<file path="src/hw/rtl/itr_pkg.sv">
// itr_pkg: shared types, constants and helpers for the integer to radix text unit
// no dependencies
package itr_pkg;

	localparam int RADIX_W = 6;
	localparam int CHAR_W = 8;
	// quotient bits resolved per divider cycle
	localparam int DIV_BITS = 4;

	localparam logic [RADIX_W-1:0] RADIX_RESET = 6'd10;
	localparam logic [RADIX_W-1:0] DEC_BASE = 6'd10;
	localparam logic [RADIX_W-1:0] RADIX_MIN = 6'd2;

	localparam logic [CHAR_W-1:0] CHAR_ZERO = 8'h30;
	localparam logic [CHAR_W-1:0] CHAR_A = 8'h61;
	localparam logic [CHAR_W-1:0] CHAR_MINUS = 8'h2d;

	typedef struct packed {
		logic neg;
		logic [RADIX_W-1:0] radix;
	} hdr_t;

	typedef struct packed {
		logic full;
		logic empty;
	} q_stat_t;

	typedef enum logic [2:0] {
		BK_IDLE,
		BK_DIV,
		BK_SIGN,
		BK_READ,
		BK_LOAD
	} bk_state_t;

	function automatic logic [CHAR_W-1:0] digit_char(input logic [RADIX_W-1:0] d);
		logic [CHAR_W-1:0] r;
		if (d < DEC_BASE) begin
			r = CHAR_ZERO + CHAR_W'(d);
		end else begin
			r = CHAR_A + CHAR_W'(d - DEC_BASE);
		end
		return r;
	endfunction

endpackage

</file>
<file path="src/hw/rtl/itr_value_if.sv">
// itr_value_if: input channel carrying one signed integer per transfer
// uses no package
interface itr_value_if #(parameter int VALUE_BITS = 32);
	logic valid;
	logic ready;
	logic signed [VALUE_BITS-1:0] value;

	modport source (output valid, output value, input ready);
	modport sink (input valid, input value, output ready);
endinterface

</file>
<file path="src/hw/rtl/itr_char_if.sv">
// itr_char_if: output channel carrying one ascii character per transfer
// uses itr_pkg for the character width
interface itr_char_if;
	logic valid;
	logic ready;
	logic [itr_pkg::CHAR_W-1:0] char_code;
	logic last_char;

	modport source (output valid, output char_code, output last_char, input ready);
	modport sink (input valid, input char_code, input last_char, output ready);
endinterface

</file>
<file path="src/hw/rtl/itr_cfg_if.sv">
// itr_cfg_if: write channel for the radix register
// uses itr_pkg for the register width
interface itr_cfg_if;
	logic valid;
	logic ready;
	logic [itr_pkg::RADIX_W-1:0] radix;

	modport source (output valid, output radix, input ready);
	modport sink (input valid, input radix, output ready);
endinterface

</file>
<file path="src/hw/rtl/itr_ram.sv">
// itr_ram: generic single write, single read ram with registered read data
// no dependencies
module itr_ram #(
	parameter int WIDTH = 8,
	parameter int DEPTH = 32
) (
	input  logic                     clk,
	input  logic                     wr_en,
	input  logic [$clog2(DEPTH)-1:0] wr_addr,
	input  logic [WIDTH-1:0]         wr_data,
	input  logic [$clog2(DEPTH)-1:0] rd_addr,
	output logic [WIDTH-1:0]         rd_data
);

	logic [WIDTH-1:0] mem_q [DEPTH];

	always_ff @(posedge clk) begin
		if (wr_en) begin
			mem_q[wr_addr] <= wr_data;
		end
		rd_data <= mem_q[rd_addr];
	end

endmodule

</file>
<file path="src/hw/rtl/itr_front.sv">
// itr_front: radix register, input acceptance and sign/magnitude classification
// depends on itr_pkg, itr_value_if, itr_cfg_if
module itr_front #(
	parameter int VALUE_BITS = 32,
	parameter int MAX_BASE = 36
) (
	input  logic                   clk,
	input  logic                   arst_n,
	itr_value_if.sink              num,
	itr_cfg_if.sink                cfg,
	input  itr_pkg::q_stat_t       q_stat,
	output logic                   push,
	output itr_pkg::hdr_t          push_hdr,
	output logic [VALUE_BITS-1:0]  push_mag
);

	logic [itr_pkg::RADIX_W-1:0] radix_q;
	logic                        cfg_ok;
	logic [VALUE_BITS-1:0]       raw;

	assign cfg.ready = 1'b1;
	assign cfg_ok = (cfg.radix >= itr_pkg::RADIX_MIN) &&
			(cfg.radix <= itr_pkg::RADIX_W'(MAX_BASE));

	// out-of-range radix writes are dropped
	always_ff @(posedge clk or negedge arst_n) begin
		if (!arst_n) begin
			radix_q <= itr_pkg::RADIX_RESET;
		end else if (cfg.valid && cfg_ok) begin
			radix_q <= cfg.radix;
		end
	end

	assign num.ready = !q_stat.full;
	assign push = num.valid && !q_stat.full;

	// only decimal prints a sign, other radixes see the raw bit pattern
	assign raw = num.value;
	assign push_hdr.radix = radix_q;
	assign push_hdr.neg = (radix_q == itr_pkg::DEC_BASE) && raw[VALUE_BITS-1];
	assign push_mag = push_hdr.neg ? (~raw + VALUE_BITS'(1)) : raw;

endmodule

</file>
<file path="src/hw/rtl/itr_fifo.sv">
// itr_fifo: two-entry queue between front and back
// depends on itr_pkg for the status struct
module itr_fifo #(
	parameter int WIDTH = 39
) (
	input  logic             clk,
	input  logic             arst_n,
	input  logic             push,
	input  logic [WIDTH-1:0] push_data,
	input  logic             pop,
	output logic [WIDTH-1:0] head,
	output itr_pkg::q_stat_t stat
);

	logic [WIDTH-1:0] ent_q [2];
	logic             wr_ptr_q;
	logic             rd_ptr_q;
	logic [1:0]       cnt_q;
	logic             do_push;
	logic             do_pop;

	assign stat.full = (cnt_q == 2'd2);
	assign stat.empty = (cnt_q == 2'd0);
	assign do_push = push && !stat.full;
	assign do_pop = pop && !stat.empty;
	assign head = ent_q[rd_ptr_q];

	always_ff @(posedge clk or negedge arst_n) begin
		if (!arst_n) begin
			wr_ptr_q <= 1'b0;
			rd_ptr_q <= 1'b0;
			cnt_q <= 2'd0;
		end else begin
			if (do_push) begin
				wr_ptr_q <= !wr_ptr_q;
			end
			if (do_pop) begin
				rd_ptr_q <= !rd_ptr_q;
			end
			if (do_push && !do_pop) begin
				cnt_q <= cnt_q + 2'd1;
			end else if (do_pop && !do_push) begin
				cnt_q <= cnt_q - 2'd1;
			end
		end
	end

	always_ff @(posedge clk) begin
		if (do_push) begin
			ent_q[wr_ptr_q] <= push_data;
		end
	end

endmodule

</file>
<file path="src/hw/rtl/itr_back.sv">
// itr_back: iterative radix divider, digit store and character output register
// depends on itr_pkg, itr_char_if, itr_ram
module itr_back #(
	parameter int VALUE_BITS = 32
) (
	input  logic                  clk,
	input  logic                  arst_n,
	input  itr_pkg::q_stat_t      q_stat,
	input  itr_pkg::hdr_t         q_hdr,
	input  logic [VALUE_BITS-1:0] q_mag,
	output logic                  q_pop,
	itr_char_if.source            txt
);

	localparam int DB = itr_pkg::DIV_BITS;
	localparam int RW = itr_pkg::RADIX_W;
	localparam int PAD_BITS = ((VALUE_BITS + DB - 1) / DB) * DB;
	localparam int STEPS = PAD_BITS / DB;
	localparam int SW = $clog2(STEPS);
	localparam int DEPTH = VALUE_BITS;
	localparam int AW = $clog2(DEPTH);
	localparam int CW = $clog2(DEPTH + 1);

	itr_pkg::bk_state_t st_q, st_d;

	logic [PAD_BITS-1:0] dv_q, dv_nxt;
	logic [RW-1:0]       rem_q, rem_nxt;
	logic [RW-1:0]       radix_q;
	logic                neg_q;
	logic [SW-1:0]       step_q;
	logic [CW-1:0]       cnt_q, cnt_m1;
	logic                ov_q;
	logic [itr_pkg::CHAR_W-1:0] och_q;
	logic                olast_q;

	logic [PAD_BITS-1:0] dv_v;
	logic [RW:0]         t_v;
	logic [RW-1:0]       r_v;

	logic          last_step;
	logic          quo_zero;
	logic          free;
	logic          wr_en;
	logic          ld_sign;
	logic          ld_dig;
	logic [AW-1:0] rd_addr;
	logic [RW-1:0] rd_digit;

	// restoring division, DB quotient bits per cycle
	always_comb begin
		dv_v = dv_q;
		r_v = rem_q;
		t_v = '0;
		for (int i = 0; i < DB; i++) begin
			t_v = {r_v, dv_v[PAD_BITS-1]};
			if (t_v >= {1'b0, radix_q}) begin
				r_v = RW'(t_v - {1'b0, radix_q});
				dv_v = {dv_v[PAD_BITS-2:0], 1'b1};
			end else begin
				r_v = t_v[RW-1:0];
				dv_v = {dv_v[PAD_BITS-2:0], 1'b0};
			end
		end
		dv_nxt = dv_v;
		rem_nxt = r_v;
	end

	assign last_step = (step_q == SW'(STEPS - 1));
	assign quo_zero = (dv_nxt == '0);
	assign free = !ov_q || txt.ready;
	assign cnt_m1 = cnt_q - CW'(1);
	assign rd_addr = (st_q == itr_pkg::BK_READ) ? cnt_m1[AW-1:0] : cnt_q[AW-1:0];

	itr_ram #(
		.WIDTH(RW),
		.DEPTH(DEPTH)
	) u_digits (
		.clk    (clk),
		.wr_en  (wr_en),
		.wr_addr(cnt_q[AW-1:0]),
		.wr_data(rem_nxt),
		.rd_addr(rd_addr),
		.rd_data(rd_digit)
	);

	always_ff @(posedge clk or negedge arst_n) begin
		if (!arst_n) begin
			st_q <= itr_pkg::BK_IDLE;
		end else begin
			st_q <= st_d;
		end
	end

	always_comb begin
		st_d = st_q;
		q_pop = 1'b0;
		wr_en = 1'b0;
		ld_sign = 1'b0;
		ld_dig = 1'b0;
		unique case (st_q)
			itr_pkg::BK_IDLE: begin
				if (!q_stat.empty) begin
					q_pop = 1'b1;
					st_d = itr_pkg::BK_DIV;
				end
			end
			itr_pkg::BK_DIV: begin
				if (last_step) begin
					wr_en = 1'b1;
					if (quo_zero) begin
						st_d = neg_q ? itr_pkg::BK_SIGN : itr_pkg::BK_READ;
					end
				end
			end
			itr_pkg::BK_SIGN: begin
				if (free) begin
					ld_sign = 1'b1;
					st_d = itr_pkg::BK_READ;
				end
			end
			itr_pkg::BK_READ: begin
				st_d = itr_pkg::BK_LOAD;
			end
			itr_pkg::BK_LOAD: begin
				if (free) begin
					ld_dig = 1'b1;
					st_d = (cnt_q == '0) ? itr_pkg::BK_IDLE : itr_pkg::BK_READ;
				end
			end
			default: begin
				st_d = itr_pkg::BK_IDLE;
			end
		endcase
	end

	always_ff @(posedge clk or negedge arst_n) begin
		if (!arst_n) begin
			step_q <= '0;
			cnt_q <= '0;
			ov_q <= 1'b0;
		end else begin
			if (q_pop) begin
				step_q <= '0;
				cnt_q <= '0;
			end else if (st_q == itr_pkg::BK_DIV) begin
				step_q <= last_step ? '0 : step_q + SW'(1);
				if (last_step) begin
					cnt_q <= cnt_q + CW'(1);
				end
			end else if (st_q == itr_pkg::BK_READ) begin
				cnt_q <= cnt_m1;
			end
			if (ld_sign || ld_dig) begin
				ov_q <= 1'b1;
			end else if (txt.ready) begin
				ov_q <= 1'b0;
			end
		end
	end

	always_ff @(posedge clk) begin
		if (q_pop) begin
			dv_q <= PAD_BITS'(q_mag);
			rem_q <= '0;
			radix_q <= q_hdr.radix;
			neg_q <= q_hdr.neg;
		end else if (st_q == itr_pkg::BK_DIV) begin
			dv_q <= dv_nxt;
			// remainder restarts for each new digit
			rem_q <= last_step ? '0 : rem_nxt;
		end
		if (ld_sign) begin
			och_q <= itr_pkg::CHAR_MINUS;
			olast_q <= 1'b0;
		end else if (ld_dig) begin
			och_q <= itr_pkg::digit_char(rd_digit);
			olast_q <= (cnt_q == '0);
		end
	end

	assign txt.valid = ov_q;
	assign txt.char_code = och_q;
	assign txt.last_char = olast_q;

endmodule

</file>
<file path="src/hw/rtl/integer_to_radix_ascii_unit.sv">
// integer_to_radix_ascii_unit: one number in, its text in the radix register out
// each digit takes a full pass of the shared divider over the magnitude, least significant
// digit first into the digit ram; the characters are then read back from the ram, most
// significant digit first, after the minus sign when there is one
// one number is converted at a time, while up to two more wait in the queue
// reset: radix register to 10, queue empty, divider idle, no character pending
module integer_to_radix_ascii_unit #(
	parameter int VALUE_BITS = 32,
	parameter int MAX_BASE = 36
) (
	input  logic       clk,
	input  logic       arst_n,
	itr_value_if.sink  num,
	itr_cfg_if.sink    cfg,
	itr_char_if.source txt
);

	localparam int HW = $bits(itr_pkg::hdr_t);

	itr_pkg::q_stat_t      q_stat;
	logic                  q_push;
	logic                  q_pop;
	itr_pkg::hdr_t         push_hdr;
	logic [VALUE_BITS-1:0] push_mag;
	logic [HW+VALUE_BITS-1:0] q_head;
	itr_pkg::hdr_t         head_hdr;
	logic [VALUE_BITS-1:0] head_mag;

	itr_front #(
		.VALUE_BITS(VALUE_BITS),
		.MAX_BASE  (MAX_BASE)
	) u_front (
		.clk     (clk),
		.arst_n  (arst_n),
		.num     (num),
		.cfg     (cfg),
		.q_stat  (q_stat),
		.push    (q_push),
		.push_hdr(push_hdr),
		.push_mag(push_mag)
	);

	itr_fifo #(
		.WIDTH(HW + VALUE_BITS)
	) u_queue (
		.clk      (clk),
		.arst_n   (arst_n),
		.push     (q_push),
		.push_data({push_hdr, push_mag}),
		.pop      (q_pop),
		.head     (q_head),
		.stat     (q_stat)
	);

	assign head_hdr = q_head[HW+VALUE_BITS-1:VALUE_BITS];
	assign head_mag = q_head[VALUE_BITS-1:0];

	itr_back #(
		.VALUE_BITS(VALUE_BITS)
	) u_back (
		.clk   (clk),
		.arst_n(arst_n),
		.q_stat(q_stat),
		.q_hdr (head_hdr),
		.q_mag (head_mag),
		.q_pop (q_pop),
		.txt   (txt)
	);

	a_push_fills: assert property (@(posedge clk) disable iff (!arst_n)
		q_push |=> !q_stat.empty)
		else $error("queue empty after a push");

	a_radix_range: assert property (@(posedge clk) disable iff (!arst_n)
		q_push |-> (push_hdr.radix >= itr_pkg::RADIX_MIN &&
			push_hdr.radix <= itr_pkg::RADIX_W'(MAX_BASE)))
		else $error("radix out of range entered the queue");

	a_neg_decimal: assert property (@(posedge clk) disable iff (!arst_n)
		q_push && push_hdr.neg |-> push_hdr.radix == itr_pkg::DEC_BASE)
		else $error("sign flagged outside decimal");

	a_minus_not_last: assert property (@(posedge clk) disable iff (!arst_n)
		txt.valid && txt.char_code == itr_pkg::CHAR_MINUS |-> !txt.last_char)
		else $error("minus sign marked as last character");

endmodule

</file>
<file path="src/flat_wrapper.sv">
// flat-port wrapper written by rule: the top's interface ports become plain ports
module integer_to_radix_ascii_unit_flat 
#(
	parameter int VALUE_BITS = 32,
	parameter int MAX_BASE = 36
)
  (clk, arst_n, num_valid, num_value, num_ready, cfg_valid, cfg_radix, cfg_ready, txt_valid, txt_char_code, txt_last_char, txt_ready);
  itr_value_if #(.VALUE_BITS(VALUE_BITS)) num_i ();
  itr_cfg_if cfg_i ();
  itr_char_if txt_i ();
  input  logic clk;
  input  logic arst_n;
  input wire logic [$bits(num_i.valid)-1:0] num_valid;
  input wire logic [$bits(num_i.value)-1:0] num_value;
  output wire logic [$bits(num_i.ready)-1:0] num_ready;
  input wire logic [$bits(cfg_i.valid)-1:0] cfg_valid;
  input wire logic [$bits(cfg_i.radix)-1:0] cfg_radix;
  output wire logic [$bits(cfg_i.ready)-1:0] cfg_ready;
  output wire logic [$bits(txt_i.valid)-1:0] txt_valid;
  output wire logic [$bits(txt_i.char_code)-1:0] txt_char_code;
  output wire logic [$bits(txt_i.last_char)-1:0] txt_last_char;
  input wire logic [$bits(txt_i.ready)-1:0] txt_ready;
  assign num_i.valid = num_valid;
  assign num_i.value = num_value;
  assign num_ready = num_i.ready;
  assign cfg_i.valid = cfg_valid;
  assign cfg_i.radix = cfg_radix;
  assign cfg_ready = cfg_i.ready;
  assign txt_valid = txt_i.valid;
  assign txt_char_code = txt_i.char_code;
  assign txt_last_char = txt_i.last_char;
  assign txt_i.ready = txt_ready;
  integer_to_radix_ascii_unit #(.VALUE_BITS(VALUE_BITS), .MAX_BASE(MAX_BASE)) u_core (.clk(clk), .arst_n(arst_n), .num(num_i), .cfg(cfg_i), .txt(txt_i));
endmodule
</file>
<file path="config.mk">
export PLATFORM = sky130hd
export DESIGN_NAME = integer_to_radix_ascii_unit_flat
export DESIGN_NICKNAME = d
export VERILOG_FILES = /design/src/hw/rtl/itr_pkg.sv /design/src/hw/rtl/itr_value_if.sv /design/src/hw/rtl/itr_char_if.sv /design/src/hw/rtl/itr_cfg_if.sv /design/src/hw/rtl/itr_ram.sv /design/src/hw/rtl/itr_front.sv /design/src/hw/rtl/itr_fifo.sv /design/src/hw/rtl/itr_back.sv /design/src/hw/rtl/integer_to_radix_ascii_unit.sv /design/src/flat_wrapper.sv
export SDC_FILE = /design/constraint.sdc
export NUM_CORES = 1
export LEC_CHECK = 0
export BUFFER_PORTS_ARGS = -buffer_cell sky130_fd_sc_hd__buf_2
export CAP_MARGIN = 20
export CORE_MARGIN = 5
export CORE_UTILIZATION = 35
export DETAILED_ROUTE_END_ITERATION = 10
export HOLD_SLACK_MARGIN = 0.08
export MAX_ROUTING_LAYER = met4
export PLACE_DENSITY_LB_ADDON = 0.12
export SLEW_MARGIN = 25
export SYNTH_ARGS = -nofsm -noshare
export SYNTH_HDL_FRONTEND = slang
export SYNTH_SLANG_ARGS = --single-unit
</file>
<file path="constraint.sdc">
create_clock -name clk -period 11.05 [get_ports clk]
set_clock_uncertainty 0.1 [all_clocks]
set_input_delay 0.5525 -clock clk [delete_from_list [all_inputs] [get_ports clk]]
set_output_delay 0.5525 -clock clk [all_outputs]
set_load 0.005 [all_outputs]
</file>
[Word-level counts from Yosys, hierarchy flattened]
Memories as Yosys holds them, arrays and structs flattened. A register that Yosys moved wholly into a read port is not among the register bits.
Cells that the tools add are included.
Storage, ports and cells
  word-level logic and storage cells: 121
  latch bits: 0
  memory bits (read-only): 0
  output and inout bits: 12
  memories kept: 2
  RAM bits: 270
  bits of input ports: 43
  register bits after elaboration: 77
Cells by class
  equal/unequal tests: 13
  div/mod/pow operators: 0
  shift operators: 0
  reduce and logical (&&, ||, !) cells: 27
  add/subtract/negate cells: 13
  magnitude comparators: 7
  bitwise gates (word level): 1
  mux-type cells: 44
  $mul: 0
Memory list
  u_core.u_back.u_digits.mem_q: words 32, width 6, rd ports 1, clocked after Yosys merged registers in 1, wr ports 1, line itr_ram.sv:15  | logic [WIDTH-1:0] mem_q [DEPTH];
  u_core.u_queue.ent_q: words 2, width 39, rd ports 1, clocked after Yosys merged registers in 0, wr ports 1, line itr_fifo.sv:15  | logic [WIDTH-1:0] ent_q [2];
Operator list (count)
  32-bit 2-to-1 mux: 3
  6-bit 2-to-1 mux: 9
  32-bit by 1-bit adder with 32-bit output, second input constant: 1
  32-bit logical NOT: 1
  32-bit inverter: 1
  7-bit by 6-bit >= comparator with 1-bit output: 4
  3-bit 2-to-1 mux: 8
  6-bit subtractor: 4
  1-bit 2-to-1 mux: 18
  3-bit case mux with 5 select lines: 1
  2-bit inequality test, second input constant: 5
  7-bit by 8-bit adder with 8-bit output, first input constant: 1
  1-bit logical AND: 8
  8-bit 2-to-1 mux: 1
  6-bit by 6-bit adder with 7-bit output, first input constant: 1
  1-bit logical NOT: 7
  6-bit by 4-bit subtractor with 7-bit output, second input constant: 1
  6-bit by 1-bit adder with 6-bit output, second input constant: 1
  3-bit by 2-bit equality test with 1-bit output, second input constant: 2
  3-bit equality test, second input constant: 2
  6-bit by 4-bit equality test with 1-bit output, second input constant: 1
  6-bit by 2-bit >= comparator with 1-bit output, second input constant: 1
  6-bit less-or-equal comparator, second input constant: 1
  6-bit logical NOT: 1
  17 further kinds: 22

[Depth between registers and ports, before layout]
  depth in word-level cells: 12
  gate-level depth with buffers: 31
  mapped depth without buffers: 31

[Modules after synthesis]
A second synthesis with hierarchy kept.
Second synthesis, totals
  cells, all modules: 1127
  area, all modules: 16359.4 um^2
Modules (own cells, without submodules)
  itr_ram: cells each 323, seq. area each 5885.6 um^2, instances 1, area each 7589.8 um^2
  itr_back: cells each 532, seq. area each 1796.7 um^2, instances 1, area each 4648.2 um^2
  itr_fifo: cells each 140, seq. area each 2442.3 um^2, instances 1, area each 3007.9 um^2
  itr_front: cells each 132, seq. area each 152.6 um^2, instances 1, area each 1113.6 um^2

[Worst setup path after synthesis]
No wires, ideal clock.
  kind: flip-flop to flip-flop
  start point: register u_core.u_back.radix_q[5]
  end point: memory u_core.u_back.u_digits.mem_q[0][0] (netlist name), data pin
  slack: 2.849 ns
  arrival time: 7.750 ns
  path buffers: 0
  data required time: 10.599 ns
  stages on the path, launching flop included: 30
  period minus slack after synthesis: 8.201 ns
  library setup time: 0.351 ns
  cells stage by stage: edfxtp_1 > inv_1 > ha_1 > and4b_1 > and2b_4 > a21oi_4 > mux2_2 > inv_1 > ha_1 > a2111oi_0 > o31ai_1 > a21oi_1 > nand2_1 > mux2_2 > ha_1 > a21o_1 > a221oi_1 > o211ai_1 > nor3_1 > nor3_1 > or2_2 > ha_1 > nor2b_1 > o21ai_0 > a21boi_0 > o21a_1 > o21a_1 > a211oi_4 > a21boi_2 > nor2_1
Between the ends
  word-level cells in the longest chain between the ends: 8
  elaborated cells on any way between the ends: 11
  classes of those cells: add/sub (3); order compare (4); mux (4)
RTL lines
  start: declaration: line itr_back.sv:28  | logic [RW-1:0] radix_q;
  start signal: assignment: line itr_back.sv:165  | radix_q <= q_hdr.radix;
  6-bit subtractor / 7-bit by 6-bit >= comparator with 1-bit output (equally long branches): line itr_back.sv:57, itr_back.sv:56
  6-bit 2-to-1 mux: line itr_back.sv:56  | if (t_v >= {1'b0, radix_q}) begin
  7-bit by 6-bit >= comparator with 1-bit output / 6-bit subtractor (equally long branches): line itr_back.sv:56, itr_back.sv:57
  6-bit 2-to-1 mux: line itr_back.sv:56
  6-bit subtractor / 7-bit by 6-bit >= comparator with 1-bit output (equally long branches): line itr_back.sv:57, itr_back.sv:56
  6-bit 2-to-1 mux: line itr_back.sv:56
  7-bit by 6-bit >= comparator with 1-bit output (*): line itr_back.sv:56
  6-bit 2-to-1 mux (*): line itr_back.sv:56
  named net u_core.u_back.r_v[0]: line itr_back.sv:38  | logic [RW-1:0] r_v;
  end: declaration: line itr_ram.sv:15
Mark *: on every way through the listed nets, which the timed path passes. The rest lies on a longest branch.

[Worst setup path in the final report]
  start point: register u_core.u_back.radix_q[3]
  end point: memory u_core.u_back.u_digits.mem_q[2][1] (netlist name), data pin
Between the ends
  word-level cells in the longest chain between the ends: 8
  elaborated cells on any way between the ends: 12
  classes of those cells: add/sub (4); order compare (4); mux (4)
RTL lines (line)
  6-bit subtractor / 7-bit by 6-bit >= comparator with 1-bit output (equally long branches): itr_back.sv:57, itr_back.sv:56
  6-bit 2-to-1 mux: itr_back.sv:56
  6-bit subtractor / 7-bit by 6-bit >= comparator with 1-bit output (equally long branches): itr_back.sv:57, itr_back.sv:56
  6-bit 2-to-1 mux: itr_back.sv:56
  7-bit by 6-bit >= comparator with 1-bit output / 6-bit subtractor (equally long branches): itr_back.sv:56, itr_back.sv:57
  6-bit 2-to-1 mux: itr_back.sv:56
  6-bit subtractor / 7-bit by 6-bit >= comparator with 1-bit output (equally long branches): itr_back.sv:57, itr_back.sv:56
  6-bit 2-to-1 mux (*): itr_back.sv:56
  named net u_core.u_back.r_v[1]: itr_back.sv:38
Marks and branches as above.

==> flow_metrics.env <==
export IMPL_status="finished, final reports clean"
export IMPL_async_reset_ff_frac=0.0652
export IMPL_min_period_ns=9.31
export IMPL_max_clock_path_buffers=3
export IMPL_synth_edff_count=309
export IMPL_hp_class="input port to register"
export IMPL_r2r_setup_slack_ns=1.74
export IMPL_routed_via_count=9259
export IMPL_port_buffers=53
export IMPL_finalSetupViolations=0
export IMPL_die_h_um=225
export IMPL_yosys_warnings=0
export IMPL_syn_cell_area_sq_um=16200
export IMPL_required_ns=11.13
export IMPL_fp_dieArea_sq_um=50800
export IMPL_rsz0062_at_grt="false"
export IMPL_synthDistinctLibCells=78
export IMPL_cp_slowest_cell="mux2_2"
export IMPL_synth_most_common_cell="edfxtp_1"
export IMPL_fin_util=0.399
export IMPL_finalSetupTns_ns=0
export IMPL_syn_inst=1114
export IMPL_initial_core_util=0.351
export IMPL_grt_ovfl_total=0
export IMPL_r2r_end="u_core.u_back.u_digits.mem_q[2][1]"
export IMPL_syn_area_per_cell_sq_um=14.6
export IMPL_worst_pin_slew_ns=1.07
export IMPL_netlist_top_cell_by_area="edfxtp_1"
export IMPL_endpoint="u_core.u_back.u_digits.mem_q[2][1]"
export IMPL_cts_root_buf="clkbuf_16"
export IMPL_grt_pass1_wl_um=56900
export IMPL_wl_um=36800
export IMPL_maxSlewViolCount=0
export IMPL_netlist_area_leader_share=0.571
export IMPL_drt_iter0_drc=534
export IMPL_synthTopCellsByArea="edfxtp_1 57%, mux4_2 8.3%, dfrtp_1 3.2%, ha_1 2.9%, dfxtp_1 2.6%"
export IMPL_multi_input_area_sq_um=5700
export IMPL_fin_nets=1262
export IMPL_clk_latency_ns=0.55
export IMPL_cp_max_fo=32
export IMPL_grt_pass1_vias=9508
export IMPL_whs_ns=0.167
export IMPL_regArea_sq_um=10300
export IMPL_arrival_ns=9.39
export IMPL_synth_seq_cells=353
export IMPL_grt_antenna_before_repair=1
export IMPL_crit_path_end_kind="register"
export IMPL_ios=55
export IMPL_syn_nets=1198
export IMPL_synth_ff_type="edfxtp_1"
export IMPL_coreArea_sq_um=46300
export IMPL_cts_tree="done"
export IMPL_rr_startpoint="u_core.u_back.radix_q[3]"
export IMPL_ant_nets=0
export IMPL_drc_errors=0
export IMPL_start_kind="register"
export IMPL_worst_setup_path_type="register to register"
export IMPL_postCtsResizedCells=0
export IMPL_layout_drive_gt1_share=0.195
export IMPL_max_freq_mhz=107
export IMPL_startpoint="u_core.u_back.radix_q[3]"
export IMPL_cp_common_cell="ha_1"
export IMPL_post_drt_via_cell_ratio=5.09
export IMPL_cts_sinks=353
export IMPL_post_route_period_util=0.843
export IMPL_htree_levels=2
export IMPL_grt_max_degree=82
export IMPL_fillers=4358
export IMPL_cts_setup_buffers=0
export IMPL_ys_seq_area_frac=0.633
export IMPL_globalplace_congestion=0.835
export IMPL_track_usage=0.150
export IMPL_numCtsBuffers=39
export IMPL_ff2ff_path_depth=29
export IMPL_dr_pass1_iters=5
export IMPL_core_rowCount=79
export IMPL_wl_per_cell_um=20.2
export IMPL_relSlewSlack=0.285
export IMPL_fp_dieW_um=225
export IMPL_area_growth_pct=13.7
export IMPL_hold_violations=0
export IMPL_clkTransAtPathRegs_ns=0.06
export IMPL_max_stage_delay_ns=0.59
export IMPL_drv_cap=0
export IMPL_yosys_top_cells_count="309 x edfxtp_1, 112 x nor2_1, 70 x a21oi_1"
export IMPL_dp_hpwl_um=24600
==> cells in the final DEF, fill, tap and decap left out, drive strengths merged, types with 7 or more instances in the layout <==
cell type / Yosys / routed
clkinv: 2 / 17
mux2: 27 / 27
nand3: 10 / 10
a21oi: 72 / 72
nor2b: 8 / 8
o21ai: 31 / 31
buf: 21 / 63
a211o: 7 / 7
nand4: 7 / 7
edfxtp: 309 / 309
ha: 37 / 37
nor3: 17 / 17
o31ai: 9 / 9
xnor2: 43 / 43
mux4: 60 / 60
dfxtp: 21 / 21
xor2: 22 / 22
nor4: 14 / 14
clkbuf: 20 / 52
dfrtp: 21 / 21
o21a: 7 / 7
inv: 36 / 37
mux2i: 42 / 42
nor2: 113 / 113
nand2: 58 / 58
nand2b: 10 / 10
==> how the worst min path moves through the flow <==
stage | from | to | slack (ns) | depth (start not counted)
after detailed placement | u_core.u_back.txt.char_code[6] | u_core.u_back.txt.char_code[6] | 0.35 | 2
after CTS | cfg_radix[1] | u_core.u_front.radix_q[1] | 0.13 | 2
after global routing | cfg_radix[1] | u_core.u_front.radix_q[1] | 0.15 | 2
after floorplan | arst_n | u_core.u_back.cnt_q[0] | 0.16 | 0
after global placement | u_core.u_back.txt.char_code[6] | u_core.u_back.txt.char_code[6] | 0.34 | 2
final | cfg_radix[1] | u_core.u_front.radix_q[1] | 0.17 | 2
==> routing by layer <==
metal / up-vias / global-route usage / routed length, um
met3: 46 / 0.0293 / 1680
met5: - / - / 0
met1: 4611 / 0.208 / 17200
met4: 0 / 0.0338 / 580
met2: 186 / 0.231 / 17300
li1: 4416 / - / -
==> logic make-up after synthesis <==
group	share of synthesized area
DFF	0.633
and+or+nand+nor	0.0803
AOI/OAI and AO/OA	0.0697
muxes	0.128
buffers and inverters	0.0202
xor gates and xnor gates	0.0351
adders and majority gates	0.0334
other	0.000231
==> through the flow <==
step | setup WS [ns] | std cells | instance area (sq um)
after floorplan | 2.85 | 1114 | 16200
after global placement | 1.81 | 1742 | 17200
after detailed placement | 1.60 | 1742 | 17200
after CTS | 1.54 | 1815 | 18400
after global routing | 1.00 | 1817 | 18500
final | 1.74 | 1819 | 18500
==> repair_timing <==
item / in CTS / in global routing
setup endpoints to repair: 0 / 0
endpoints found under the hold margin: 21 / 0
hold buffers: 1 / 0
==> state kept, by name, indices dropped and copies added (netlist names), 2 cells and up <==
| name | flops |
|---|---|
| u_core.u_back.txt.char_code | 8 |
| u_core.u_back.u_digits.mem_q | 192 |
| u_core.u_back.st_q | 3 |
| u_core.u_back.u_digits.rd_data | 6 |
| u_core.u_back.dv_q | 32 |
| u_core.u_back.step_q | 3 |
| u_core.u_front.radix_q | 6 |
| u_core.u_back.radix_q | 6 |
| u_core.u_queue.cnt_q | 2 |
| u_core.u_back.cnt_q | 6 |
| u_core.u_back.rem_q | 6 |
| u_core.u_queue.ent_q | 78 |
==> area by class of cell <==
type                            count  area share
Antenna cell                        3    0.000407
Clock buffer                       52      0.0572
Clock inverter                     20     0.00861
Inverter                           38     0.00773
Multi-Input combinational cell    682       0.309
Sequential cell                   353       0.557
Tap cell                          607      0.0411
Timing Repair Buffer               64      0.0194
==> worst max-delay path: cells and delay by family, from the launching register on <==
| family | cells | cell delay, ns |
|---|---|---|
| AO/OA/AOI/OAI | 12 | 3.50 |
| adder cells (fa/ha/maj) | 4 | 1.18 |
| buffers and inverters | 2 | 0.29 |
| flip-flops | 1 | 0.36 |
| multiplexers | 3 | 1.40 |
| AND/OR/NAND/NOR | 8 | 2.08 |
Power is left out: the tool's default activity adds up to more than one toggle a clock period on the data nets, which glitch-free logic cannot reach.
